**config.mk**
```make
export PLATFORM = sky130hd
export DESIGN_NAME = ordered_sequence_store
export DESIGN_NICKNAME = d
export VERILOG_FILES = /design/src/sv/oss_pkg.sv /design/src/sv/oss_ram.sv /design/src/sv/oss_ctrl.sv /design/src/sv/oss_dpath.sv /design/src/sv/ordered_sequence_store.sv
export SDC_FILE = /design/constraint.sdc
export NUM_CORES = 2
export LEC_CHECK = 0
export BUFFER_PORTS_ARGS = -buffer_cell sky130_fd_sc_hd__clkbuf_2
export CORE_ASPECT_RATIO = 2
export CORE_UTILIZATION = 55
export DETAILED_ROUTE_END_ITERATION = 6
export PLACE_DENSITY = 0.71
export SLEW_MARGIN = 10
export SYNTH_ARGS = -nofsm -noshare
export SYNTH_HDL_FRONTEND = slang
export SYNTH_SLANG_ARGS = --single-unit
```
**constraint.sdc**
```tcl
create_clock -name aclk -period 11.3 [get_ports aclk]
set_input_delay 1.695 -clock aclk [delete_from_list [all_inputs] [get_ports aclk]]
set_output_delay 1.695 -clock aclk [all_outputs]
set_load 0.02 [all_outputs]
```
**src/sv/oss_pkg.sv**
```systemverilog
// Shared types, codes and field widths of the ordered sequence store.
package oss_pkg;

    // Beat field widths
    localparam int POS_W = 7;
    localparam int VAL_W = 32;
    localparam int CMD_W = 3;
    localparam int IDX_W = 8;
    localparam int CNT_W = 7;
    localparam int IN_W  = 48;
    localparam int OUT_W = 56;

    typedef logic [CMD_W-1:0] op_t;

    localparam op_t OP_INSERT_AT     = 3'd0;
    localparam op_t OP_SORTED_INSERT = 3'd1;
    localparam op_t OP_ERASE_AT      = 3'd2;
    localparam op_t OP_REMOVE_ALL    = 3'd3;
    localparam op_t OP_GET           = 3'd4;
    localparam op_t OP_SET           = 3'd5;
    localparam op_t OP_FIND          = 3'd6;

    // Memory sweep kinds
    typedef enum logic [2:0] {
        SW_NONE = 3'd0,
        SW_SCAN = 3'd1,
        SW_UP   = 3'd2,
        SW_DN   = 3'd3,
        SW_CMP  = 3'd4
    } sweep_t;

    typedef enum logic [1:0] {
        TGT_HOLD = 2'd0,
        TGT_POS  = 2'd1,
        TGT_SCAN = 2'd2
    } tgt_sel_t;

    typedef enum logic [1:0] {
        CNT_HOLD    = 2'd0,
        CNT_INC     = 2'd1,
        CNT_DEC     = 2'd2,
        CNT_LOAD_WA = 2'd3
    } cnt_op_t;

    typedef enum logic [1:0] {
        RK_REJECT = 2'd0,
        RK_INDEX  = 2'd1,
        RK_READ   = 2'd2,
        RK_REMOVE = 2'd3
    } res_kind_t;

    // Commands from controller to datapath
    typedef struct packed {
        logic      cap;
        sweep_t    init_mode;
        sweep_t    run_mode;
        tgt_sel_t  tgt_sel;
        logic      rd_tgt;
        logic      wr_val;
        cnt_op_t   cnt_op;
        logic      res_load;
        res_kind_t res_kind;
        logic      out_load;
    } ctl_t;

    // Status from datapath to controller
    typedef struct packed {
        op_t  op;
        logic ins_ok;
        logic acc_ok;
        logic full;
        logic hit;
        logic done;
        logic out_free;
    } stat_t;

endpackage

```
**src/sv/oss_ram.sv**
```systemverilog
// Generic single-write, single-read RAM with registered read data.
module oss_ram #(
    parameter int WIDTH = 32,
    parameter int DEPTH = 64
) (
    input  logic                     aclk,
    input  logic                     we,
    input  logic [$clog2(DEPTH)-1:0] waddr,
    input  logic [WIDTH-1:0]         wdata,
    input  logic [$clog2(DEPTH)-1:0] raddr,
    output logic [WIDTH-1:0]         rdata
);
    logic [WIDTH-1:0] mem [DEPTH];
    logic [WIDTH-1:0] rdata_reg;

    always_ff @(posedge aclk) begin
        if (we) begin
            mem[waddr] <= wdata;
        end
        rdata_reg <= mem[raddr];
    end

    assign rdata = rdata_reg;
endmodule

```
**src/sv/oss_ctrl.sv**
```systemverilog
// Command sequencer of the ordered sequence store.
module oss_ctrl (
    input  logic          aclk,
    input  logic          aresetn,
    input  logic          s_tvalid,
    output logic          s_tready,
    input  oss_pkg::stat_t stat,
    output oss_pkg::ctl_t  ctl
);
    import oss_pkg::*;

    typedef enum logic [8:0] {
        S_IDLE   = 9'b000000001,
        S_DECODE = 9'b000000010,
        S_SCAN   = 9'b000000100,
        S_UP     = 9'b000001000,
        S_DN     = 9'b000010000,
        S_CMP    = 9'b000100000,
        S_READ   = 9'b001000000,
        S_PLACE  = 9'b010000000,
        S_REPLY  = 9'b100000000
    } state_t;

    state_t state_reg;
    state_t state_next;

    assign s_tready = (state_reg == S_IDLE);

    always_comb begin
        state_next   = state_reg;
        ctl          = '0;
        ctl.init_mode = SW_NONE;
        ctl.run_mode  = SW_NONE;
        ctl.tgt_sel   = TGT_HOLD;
        ctl.cnt_op    = CNT_HOLD;
        ctl.res_kind  = RK_REJECT;
        unique case (state_reg)
            S_IDLE: begin
                if (s_tvalid) begin
                    ctl.cap    = 1'b1;
                    state_next = S_DECODE;
                end
            end
            S_DECODE: begin
                // default: reject with no change
                ctl.res_load = 1'b1;
                ctl.res_kind = RK_REJECT;
                state_next   = S_REPLY;
                case (stat.op)
                    OP_INSERT_AT: begin
                        if (stat.ins_ok && !stat.full) begin
                            ctl.res_load  = 1'b0;
                            ctl.tgt_sel   = TGT_POS;
                            ctl.init_mode = SW_UP;
                            state_next    = S_UP;
                        end
                    end
                    OP_SORTED_INSERT: begin
                        if (!stat.full) begin
                            ctl.res_load  = 1'b0;
                            ctl.init_mode = SW_SCAN;
                            state_next    = S_SCAN;
                        end
                    end
                    OP_ERASE_AT: begin
                        if (stat.acc_ok) begin
                            ctl.res_load  = 1'b0;
                            ctl.tgt_sel   = TGT_POS;
                            ctl.init_mode = SW_DN;
                            state_next    = S_DN;
                        end
                    end
                    OP_REMOVE_ALL: begin
                        ctl.res_load  = 1'b0;
                        ctl.init_mode = SW_CMP;
                        state_next    = S_CMP;
                    end
                    OP_GET: begin
                        if (stat.acc_ok) begin
                            ctl.res_load = 1'b0;
                            ctl.tgt_sel  = TGT_POS;
                            ctl.rd_tgt   = 1'b1;
                            state_next   = S_READ;
                        end
                    end
                    OP_SET: begin
                        if (stat.acc_ok) begin
                            ctl.tgt_sel  = TGT_POS;
                            ctl.wr_val   = 1'b1;
                            ctl.res_kind = RK_INDEX;
                        end
                    end
                    OP_FIND: begin
                        ctl.res_load  = 1'b0;
                        ctl.init_mode = SW_SCAN;
                        state_next    = S_SCAN;
                    end
                    default: begin
                        ctl.res_kind = RK_REJECT;
                    end
                endcase
            end
            S_SCAN: begin
                ctl.run_mode = SW_SCAN;
                if (stat.hit || stat.done) begin
                    if (stat.op == OP_SORTED_INSERT) begin
                        ctl.tgt_sel   = TGT_SCAN;
                        ctl.init_mode = SW_UP;
                        state_next    = S_UP;
                    end else begin
                        ctl.res_load = 1'b1;
                        ctl.tgt_sel  = TGT_SCAN;
                        ctl.res_kind = stat.hit ? RK_INDEX : RK_REJECT;
                        state_next   = S_REPLY;
                    end
                end
            end
            S_UP: begin
                ctl.run_mode = SW_UP;
                if (stat.done) begin
                    state_next = S_PLACE;
                end
            end
            S_PLACE: begin
                ctl.wr_val   = 1'b1;
                ctl.cnt_op   = CNT_INC;
                ctl.res_load = 1'b1;
                ctl.res_kind = RK_INDEX;
                state_next   = S_REPLY;
            end
            S_DN: begin
                ctl.run_mode = SW_DN;
                if (stat.done) begin
                    ctl.cnt_op   = CNT_DEC;
                    ctl.res_load = 1'b1;
                    ctl.res_kind = RK_INDEX;
                    state_next   = S_REPLY;
                end
            end
            S_CMP: begin
                ctl.run_mode = SW_CMP;
                if (stat.done) begin
                    ctl.cnt_op   = CNT_LOAD_WA;
                    ctl.res_load = 1'b1;
                    ctl.res_kind = RK_REMOVE;
                    state_next   = S_REPLY;
                end
            end
            S_READ: begin
                ctl.res_load = 1'b1;
                ctl.res_kind = RK_READ;
                state_next   = S_REPLY;
            end
            S_REPLY: begin
                if (stat.out_free) begin
                    ctl.out_load = 1'b1;
                    state_next   = S_IDLE;
                end
            end
            default: begin
                state_next = S_IDLE;
            end
        endcase
    end

    always_ff @(posedge aclk) begin
        if (!aresetn) begin
            state_reg <= S_IDLE;
        end else begin
            state_reg <= state_next;
        end
    end
endmodule

```
**src/sv/oss_dpath.sv**
```systemverilog
// Datapath of the ordered sequence store: element memory, sweep counters, result registers.
module oss_dpath #(
    parameter int DEPTH       = 64,
    parameter int VALUE_WIDTH = 32
) (
    input  logic                       aclk,
    input  logic                       aresetn,
    input  oss_pkg::ctl_t              ctl,
    output oss_pkg::stat_t             stat,
    input  logic [oss_pkg::IN_W-1:0]   s_tdata,
    output logic                       m_tvalid,
    input  logic                       m_tready,
    output logic [oss_pkg::OUT_W-1:0]  m_tdata
);
    import oss_pkg::*;

    localparam int AW = $clog2(DEPTH);
    localparam int CW = $clog2(DEPTH + 1);
    localparam int DW = (VALUE_WIDTH < VAL_W) ? VALUE_WIDTH : VAL_W;
    localparam int XW = (CW > POS_W) ? CW : POS_W;

    op_t              op_reg;
    logic [POS_W-1:0] pos_reg;
    logic [DW-1:0]    val_reg;
    logic [CW-1:0]    count_reg, count_next;
    logic [CW-1:0]    tgt_reg, tgt_next;
    logic [CW-1:0]    ra_reg, ra_next;
    logic [CW-1:0]    wa_reg, wa_next;
    logic             sv_reg, sv_next;
    logic [CW-1:0]    sa_reg, sa_next;

    logic             res_status_reg;
    logic [IDX_W-1:0] res_idx_reg;
    logic [VAL_W-1:0] res_rd_reg;
    logic [CNT_W-1:0] res_rem_reg;

    logic             out_valid_reg;
    logic [OUT_W-1:0] out_data_reg;

    logic [XW-1:0]    pos_x, cnt_x;
    logic [CW-1:0]    pos_c;
    logic [DW-1:0]    rdata;
    logic             ge, eq, hit, issue, done;
    logic [CW-1:0]    rd_addr, ra_step;
    logic             we;
    logic [CW-1:0]    waddr;
    logic [DW-1:0]    wdata;

    assign pos_x = XW'(pos_reg);
    assign cnt_x = XW'(count_reg);
    assign pos_c = CW'(pos_reg);
    assign ge    = (rdata >= val_reg);
    assign eq    = (rdata == val_reg);
    assign hit   = sv_reg && ((op_reg == OP_SORTED_INSERT) ? ge : eq);

    // Sweep read issue
    always_comb begin
        issue   = 1'b0;
        rd_addr = ra_reg;
        sa_next = ra_reg;
        ra_step = ra_reg;
        unique case (ctl.run_mode)
            SW_UP: begin
                issue   = (ra_reg > tgt_reg);
                rd_addr = ra_reg - CW'(1);
                ra_step = ra_reg - CW'(1);
            end
            SW_DN: begin
                issue   = (ra_reg < count_reg);
                sa_next = ra_reg - CW'(1);
                ra_step = ra_reg + CW'(1);
            end
            SW_SCAN, SW_CMP: begin
                issue   = (ra_reg < count_reg);
                ra_step = ra_reg + CW'(1);
            end
            default: begin
                issue = 1'b0;
            end
        endcase
        if (ctl.rd_tgt) begin
            rd_addr = pos_c;
        end
    end

    assign done    = !issue && !sv_reg;
    assign sv_next = issue && !((ctl.run_mode == SW_SCAN) && hit);

    always_comb begin
        case (ctl.tgt_sel)
            TGT_POS:  tgt_next = pos_c;
            TGT_SCAN: tgt_next = hit ? sa_reg : count_reg;
            default:  tgt_next = tgt_reg;
        endcase
    end

    // Write port: placed value, or the moved element of the current sweep
    always_comb begin
        we    = 1'b0;
        waddr = sa_reg;
        wdata = rdata;
        wa_next = wa_reg;
        if (ctl.wr_val) begin
            we    = 1'b1;
            waddr = tgt_next;
            wdata = val_reg;
        end else if (sv_reg) begin
            unique case (ctl.run_mode)
                SW_UP, SW_DN: begin
                    we = 1'b1;
                end
                SW_CMP: begin
                    we      = !eq;
                    waddr   = wa_reg;
                    wa_next = eq ? wa_reg : wa_reg + CW'(1);
                end
                default: begin
                    we = 1'b0;
                end
            endcase
        end
        if (ctl.init_mode != SW_NONE) begin
            wa_next = '0;
        end
    end

    always_comb begin
        ra_next = issue ? ra_step : ra_reg;
        unique case (ctl.init_mode)
            SW_UP:           ra_next = count_reg;
            SW_DN:           ra_next = pos_c + CW'(1);
            SW_SCAN, SW_CMP: ra_next = '0;
            default:         ra_next = issue ? ra_step : ra_reg;
        endcase
    end

    always_comb begin
        unique case (ctl.cnt_op)
            CNT_INC:     count_next = count_reg + CW'(1);
            CNT_DEC:     count_next = count_reg - CW'(1);
            CNT_LOAD_WA: count_next = wa_reg;
            default:     count_next = count_reg;
        endcase
    end

    oss_ram #(
        .WIDTH (DW),
        .DEPTH (DEPTH)
    ) u_ram (
        .aclk  (aclk),
        .we    (we),
        .waddr (waddr[AW-1:0]),
        .wdata (wdata),
        .raddr (rd_addr[AW-1:0]),
        .rdata (rdata)
    );

    // Control registers
    always_ff @(posedge aclk) begin
        if (!aresetn) begin
            count_reg     <= '0;
            sv_reg        <= 1'b0;
            out_valid_reg <= 1'b0;
        end else begin
            count_reg <= count_next;
            sv_reg    <= sv_next;
            if (ctl.out_load) begin
                out_valid_reg <= 1'b1;
            end else if (m_tready) begin
                out_valid_reg <= 1'b0;
            end
        end
    end

    // Payload registers
    always_ff @(posedge aclk) begin
        if (ctl.cap) begin
            op_reg  <= s_tdata[CMD_W-1:0];
            pos_reg <= s_tdata[CMD_W+POS_W-1:CMD_W];
            val_reg <= DW'(s_tdata[CMD_W+POS_W+VAL_W-1:CMD_W+POS_W]);
        end
        tgt_reg <= tgt_next;
        ra_reg  <= ra_next;
        wa_reg  <= wa_next;
        sa_reg  <= sa_next;
        if (ctl.res_load) begin
            res_status_reg <= (ctl.res_kind == RK_REJECT);
            res_rd_reg     <= (ctl.res_kind == RK_READ) ? VAL_W'(rdata) : '0;
            res_rem_reg    <= (ctl.res_kind == RK_REMOVE) ? CNT_W'(count_reg - wa_reg) : '0;
            unique case (ctl.res_kind)
                RK_INDEX: res_idx_reg <= IDX_W'(tgt_next);
                RK_READ:  res_idx_reg <= IDX_W'(tgt_reg);
                default:  res_idx_reg <= '1;
            endcase
        end
        if (ctl.out_load) begin
            out_data_reg <= {(count_reg == '0), CNT_W'(count_reg), res_rem_reg,
                             res_rd_reg, res_idx_reg, res_status_reg};
        end
    end

    assign m_tvalid = out_valid_reg;
    assign m_tdata  = out_data_reg;

    assign stat.op       = op_reg;
    assign stat.ins_ok   = (pos_x <= cnt_x);
    assign stat.acc_ok   = (pos_x < cnt_x);
    assign stat.full     = (count_reg == CW'(DEPTH));
    assign stat.hit      = hit;
    assign stat.done     = done;
    assign stat.out_free = !out_valid_reg || m_tready;
endmodule

```
**src/sv/ordered_sequence_store.sv**
```systemverilog
// Top level of the ordered sequence store: sorted insert list with command stream.
//
// Usage:
//   Each input beat on s_* carries one command (insert at a position, sorted insert,
//   erase at a position, remove all equal, get, set, find) and yields exactly one
//   result beat on m_* with status, index (-1 when none), read data, removed count,
//   element count after the command and an empty flag.
//   The list lives compacted at the front of one DEPTH-word RAM with one write and
//   one registered read port; every element move or compare is one RAM read.
//   Steps: set and rejected commands go from decode straight to the reply step; get
//   reads its element first; insert shifts the tail up from the end to the position,
//   erase shifts it down, sorted insert and find scan from the front (sorted insert
//   then shifts), remove all compacts the whole list in one pass.
//   One command is in work at a time; s_tready is high only while the sequencer
//   is idle. The result register lets the next command be taken while a result
//   still waits; when the receiver stalls, hold the finished result and stall the
//   following one in its reply step.
//   Reset (aresetn low, synchronous) empties the list at once; no clearing pass
//   is run, stale RAM words are never read.
module ordered_sequence_store #(
    parameter int DEPTH       = 64,
    parameter int VALUE_WIDTH = 32
) (
    input  logic                      aclk,
    input  logic                      aresetn,
    // command beat
    input  logic                      s_tvalid,
    output logic                      s_tready,
    // s_tdata, low bit up: command[2:0], position[9:3], value[41:10], zero[47:42]
    input  logic [oss_pkg::IN_W-1:0]  s_tdata,
    // result beat
    output logic                      m_tvalid,
    input  logic                      m_tready,
    // m_tdata, low bit up: status[0], index[8:1], read_value[40:9],
    // removed_count[47:41], element_count[54:48], is_empty[55]
    output logic [oss_pkg::OUT_W-1:0] m_tdata
);
    import oss_pkg::*;

    ctl_t  ctl;
    stat_t stat;

    // Sequencer: decode, run the sweep, queue the reply
    oss_ctrl u_ctrl (
        .aclk     (aclk),
        .aresetn  (aresetn),
        .s_tvalid (s_tvalid),
        .s_tready (s_tready),
        .stat     (stat),
        .ctl      (ctl)
    );

    // Element RAM, counters and result register
    oss_dpath #(
        .DEPTH       (DEPTH),
        .VALUE_WIDTH (VALUE_WIDTH)
    ) u_dpath (
        .aclk     (aclk),
        .aresetn  (aresetn),
        .ctl      (ctl),
        .stat     (stat),
        .s_tdata  (s_tdata),
        .m_tvalid (m_tvalid),
        .m_tready (m_tready),
        .m_tdata  (m_tdata)
    );

`ifndef ASSERT_OFF
    // One command at a time: drop ready right after a beat is taken
    a_one_in_flight: assert property (@(posedge aclk) disable iff (!aresetn)
        (s_tvalid && s_tready) |=> !s_tready)
        else $error("second command taken while one is in work");

    // Never grow a full list
    a_no_overfill: assert property (@(posedge aclk) disable iff (!aresetn)
        !((ctl.cnt_op == CNT_INC) && stat.full))
        else $error("element count advanced past depth");

    // Load the result register only when it is free
    a_no_overwrite: assert property (@(posedge aclk) disable iff (!aresetn)
        ctl.out_load |-> stat.out_free)
        else $error("pending result overwritten");
`endif
endmodule

```
==> out/qor.csv <==
metric,value,unit
synthCells,6883,
yosys.area_share.adder,1.049,%
nNetsFinal,7072,
cts_made_buffers,191,
path_class,flip-flop to flip-flop,
regMostFlops,u_dpath.u_ram.mem,
irDropWorstVdd,0.1338,mV
largest_reg_flops,2048,
pwr-share-clk,39.6,%
avgSynthCellArea,13.21,sq um
rows,210,
synthTopCellsByArea,"edfxtp_1, nand2_1, nand3_1, a21oi_1, dfxtp_1",
vias_per_cell,6.460,
cts.clk_slew.worst_paths,0.07,ns
chipWidth,289.5,microns
synth-compound-area-share,5.945,%
fin_tns_setup,0,ns
critPathTopFamily,simple AND/OR/NAND/NOR gates,
drt_wl_total,290100,microns
top_layer,met5,
ys_types,77,
grt_pass1_vias,58331,
start_util,55.44,%
post_cts_resized,0,
syn_nets,7010,
gp_congestion,1.032,
end_kind,flip-flop,
fp.dieArea,167000,sq um
die_y,577.0,microns
status,finished with violations,
synth_top_family_by_area,simple AND/OR/NAND/NOR gates,
holdWs,0.4179,ns
muxShareOfSynthArea,1.481,%
core_region_area,164000,sq um
power.density,162.6,nW/um^2
drt_iter0_drc,7925,
drv_cap,0,
crit_required,11.77,ns
p_sw_share,21.10,%
synth_seq_area_share,74.27,%
syn-cell-area,90910,sq um
clock.fmax,118.3,MHz
synth_top_area_cell,edfxtp_1,
path_cells,nor2b_1 -> nor2b_1 -> and2_1 -> a211oi_2 -> buf_4 -> nor2_1 -> o21ai_0 -> ha_1 -> buf_4 -> inv_1 -> and3_1 -> a211oi_1 -> a21oi_1 -> nor3_2 -> nand4_1 -> nor3_2 -> buf_4,
synth_ff_type,edfxtp_1,
skew,0.05836,ns
wl_met1,87980,microns
cts_setup_buffers,0,
power,16.38,mW
numClockSinks,2272,
antenna_found_initial,34,
post-route-period-util,74.79,%
fin_cells,9277,
leakage,34.35,nW
dp_hpwl,175900,microns
p_int,12.92,mW
synth_edf_count,2201,
clock_path_buffers,4,
syn2layout_area_growth,10.79,%
dr.pass1.iters,7,
crit_path_max_incr_delay,0.95,ns
io_buffers,103,
vias,59927,
cts_tree,yes,
tightestPinTransition,1.233,ns
cp_data_arrival_time,8.92,ns
groute.usage.overall,34.72,%
drive_above_1_share,9.790,%
grt_pass1_wl,406700,microns
cp_max_fo,25,
drtAntennaViolNets,0,
final-max-slew-violation-count,0,
synth_top_area_share,72.71,%
synth-seq-cells,2272,
wl_met2,144900,microns
critPathBufInv,4,
gr-total-overflow,0,
cts_hold_buffers,0,
wl_met3,22680,microns
grt_max_degree,174,
cp_common_cell,buf_4,
start_kind,flip-flop,
synthSimpleGateAreaFrac,14.58,%
fin_ws,2.849,ns
yosysWarnings,0,
rsz0062_at_grt,no,
hold_path_class,flip-flop to flip-flop,
seqPwrFrac,56.8,%
synth-async-reset-ratio,0,%
min_period,8.451,ns
htree_levels,4,
pre_cts_slack,3.165,ns
switchingPower,3.456,mW
violations,design-rule violations,
p_comb_share,3.6,%
crit_slowest_cell,nor3_2,
final-setup-viol-count,0,
route.detailed.drc,1,
slew_headroom,17.82,%
clock_latency,0.84,ns
clock-root-buffer,clkbuf_16,
place_inst,8872,
synth_xor_area_share,0.3565,%
ios,110,
wl_per_cell,31.27,microns
hold_violations,0,
==> layout make-up <==
| class | instances | area (sq um) |
|---|---|---|
| clock buffers | 241 | 5082 |
| inverters | 69 | 259.0 |
| diodes | 68 | 170.2 |
| multi-input cells | 4120 | 22160 |
| repair buffers | 291 | 2027 |
| well taps | 2120 | 2653 |
| fillers | 12147 | 63240 |
| clock inverters | 96 | 847.1 |
| flip-flops and latches | 2272 | 67510 |
==> worst paths after layout <==
path | startpoint | endpoint | slack [ns] | depth (start not counted)
worst min register to register | u_dpath.res_rem_reg[0] | u_dpath.m_tdata[41] | 0.42 | 0
worst min-delay path | u_dpath.res_rem_reg[0] | u_dpath.m_tdata[41] | 0.42 | 0
worst max register to register | u_dpath.op_reg[0] | u_dpath.u_ram.mem[57][9] | 2.85 | 17
worst max-delay path | u_dpath.op_reg[0] | u_dpath.u_ram.mem[57][9] | 2.85 | 17
==> power by group through the flow <==
stage | clock [mW] | sequential [mW] | combinational [mW]
after global routing | 6.80 | 9.29 | 0.627
final | 6.48 | 9.30 | 0.597
after global placement | 0 | 9.48 | 0.567
after detailed placement | 0 | 9.48 | 0.582
after floorplan | 0 | 9.48 | 0.318
after CTS | 6.50 | 9.30 | 0.584
==> per-layer routing <==
layer	up-vias	global-route usage [%]
met5	-	0
met4	10	36.16
met3	991	5.352
met2	3537	57.80
met1	29756	36.01
li1	25633	-
==> metrics by stage <==
stage	area, sq um	util (%)
finish	100700	61.43
floorplan	90910	-
global route	100700	61.41
CTS	100500	61.32
detailed placement	94610	57.70
global placement	94610	57.70
==> worst register-to-register path, stage by stage (launching register included) <==
cell	delay (ns)
edfxtp_1	0.71
nor2b_1	0.28
nor2b_1	0.91
and2_1	0.29
a211oi_2	0.08
buf_4	0.20
nor2_1	0.53
o21ai_0	0.33
ha_1	0.37
buf_4	0.27
inv_1	0.22
and3_1	0.21
a211oi_1	0.19
a21oi_1	0.09
nor3_2	0.95
nand4_1	0.96
nor3_2	0.89
buf_4	0.57
==> cell usage after synthesis, types with 23 or more instances <==
cell / count
edfxtp_1: 2201
nand2_1: 1875
nand3_1: 617
a21oi_1: 316
clkbuf_1: 210
a31oi_1: 167
nand4_1: 163
buf_2: 145
mux2i_1: 127
a32oi_1: 118
nor3_1: 100
nor2_1: 77
ha_1: 73
o21ai_0: 72
dfxtp_1: 71
inv_1: 69
a22oi_1: 67
buf_1: 53
and2_1: 44
xnor2_1: 24
or4_1: 23
==> layout by cell type (no fill, tap or decap), types with 9 or more instances in the layout <==
cell / Yosys / routed
clkinv_2: 0 / 31
a21o_1: 18 / 17
clkbuf_1: 210 / 43
nor2b_1: 20 / 19
and3_1: 18 / 18
nand4_1: 163 / 163
o211ai_1: 9 / 9
o21ai_0: 72 / 39
clkinv_1: 0 / 38
nor2_1: 77 / 76
o22ai_1: 16 / 16
nor3_2: 3 / 69
edfxtp_1: 2201 / 2201
o21ai_4: 0 / 35
a21oi_1: 316 / 313
ha_1: 73 / 73
or3_1: 16 / 16
dfxtp_1: 71 / 71
a32oi_1: 118 / 118
inv_1: 69 / 69
nor3_1: 100 / 33
or4_1: 23 / 23
buf_4: 5 / 180
a211oi_1: 15 / 13
clkbuf_2: 0 / 103
diode_2: 0 / 68
bufinv_16: 0 / 15
clkbuf_16: 0 / 195
mux2i_1: 127 / 123
a31oi_1: 167 / 166
xnor2_1: 24 / 24
nor4_1: 12 / 12
nand2b_1: 13 / 13
nand3_1: 617 / 617
a22oi_1: 67 / 67
nand2_1: 1875 / 1873
xor2_1: 13 / 13
and2_1: 44 / 42
==> cells by family (layout without fill, tap and decap cells) <==
| kind of cell | Yosys count | in the layout |
|---|---|---|
| compound gates | 853 | 853 |
| xor+xnor | 37 | 37 |
| fa+ha+maj | 75 | 75 |
| buf+inv | 491 | 697 |
| flops | 2272 | 2272 |
| mux | 133 | 133 |
| other cells | 0 | 68 |
| simple gates | 3022 | 3022 |
Note: power is estimated with default switching activity, not from simulation.
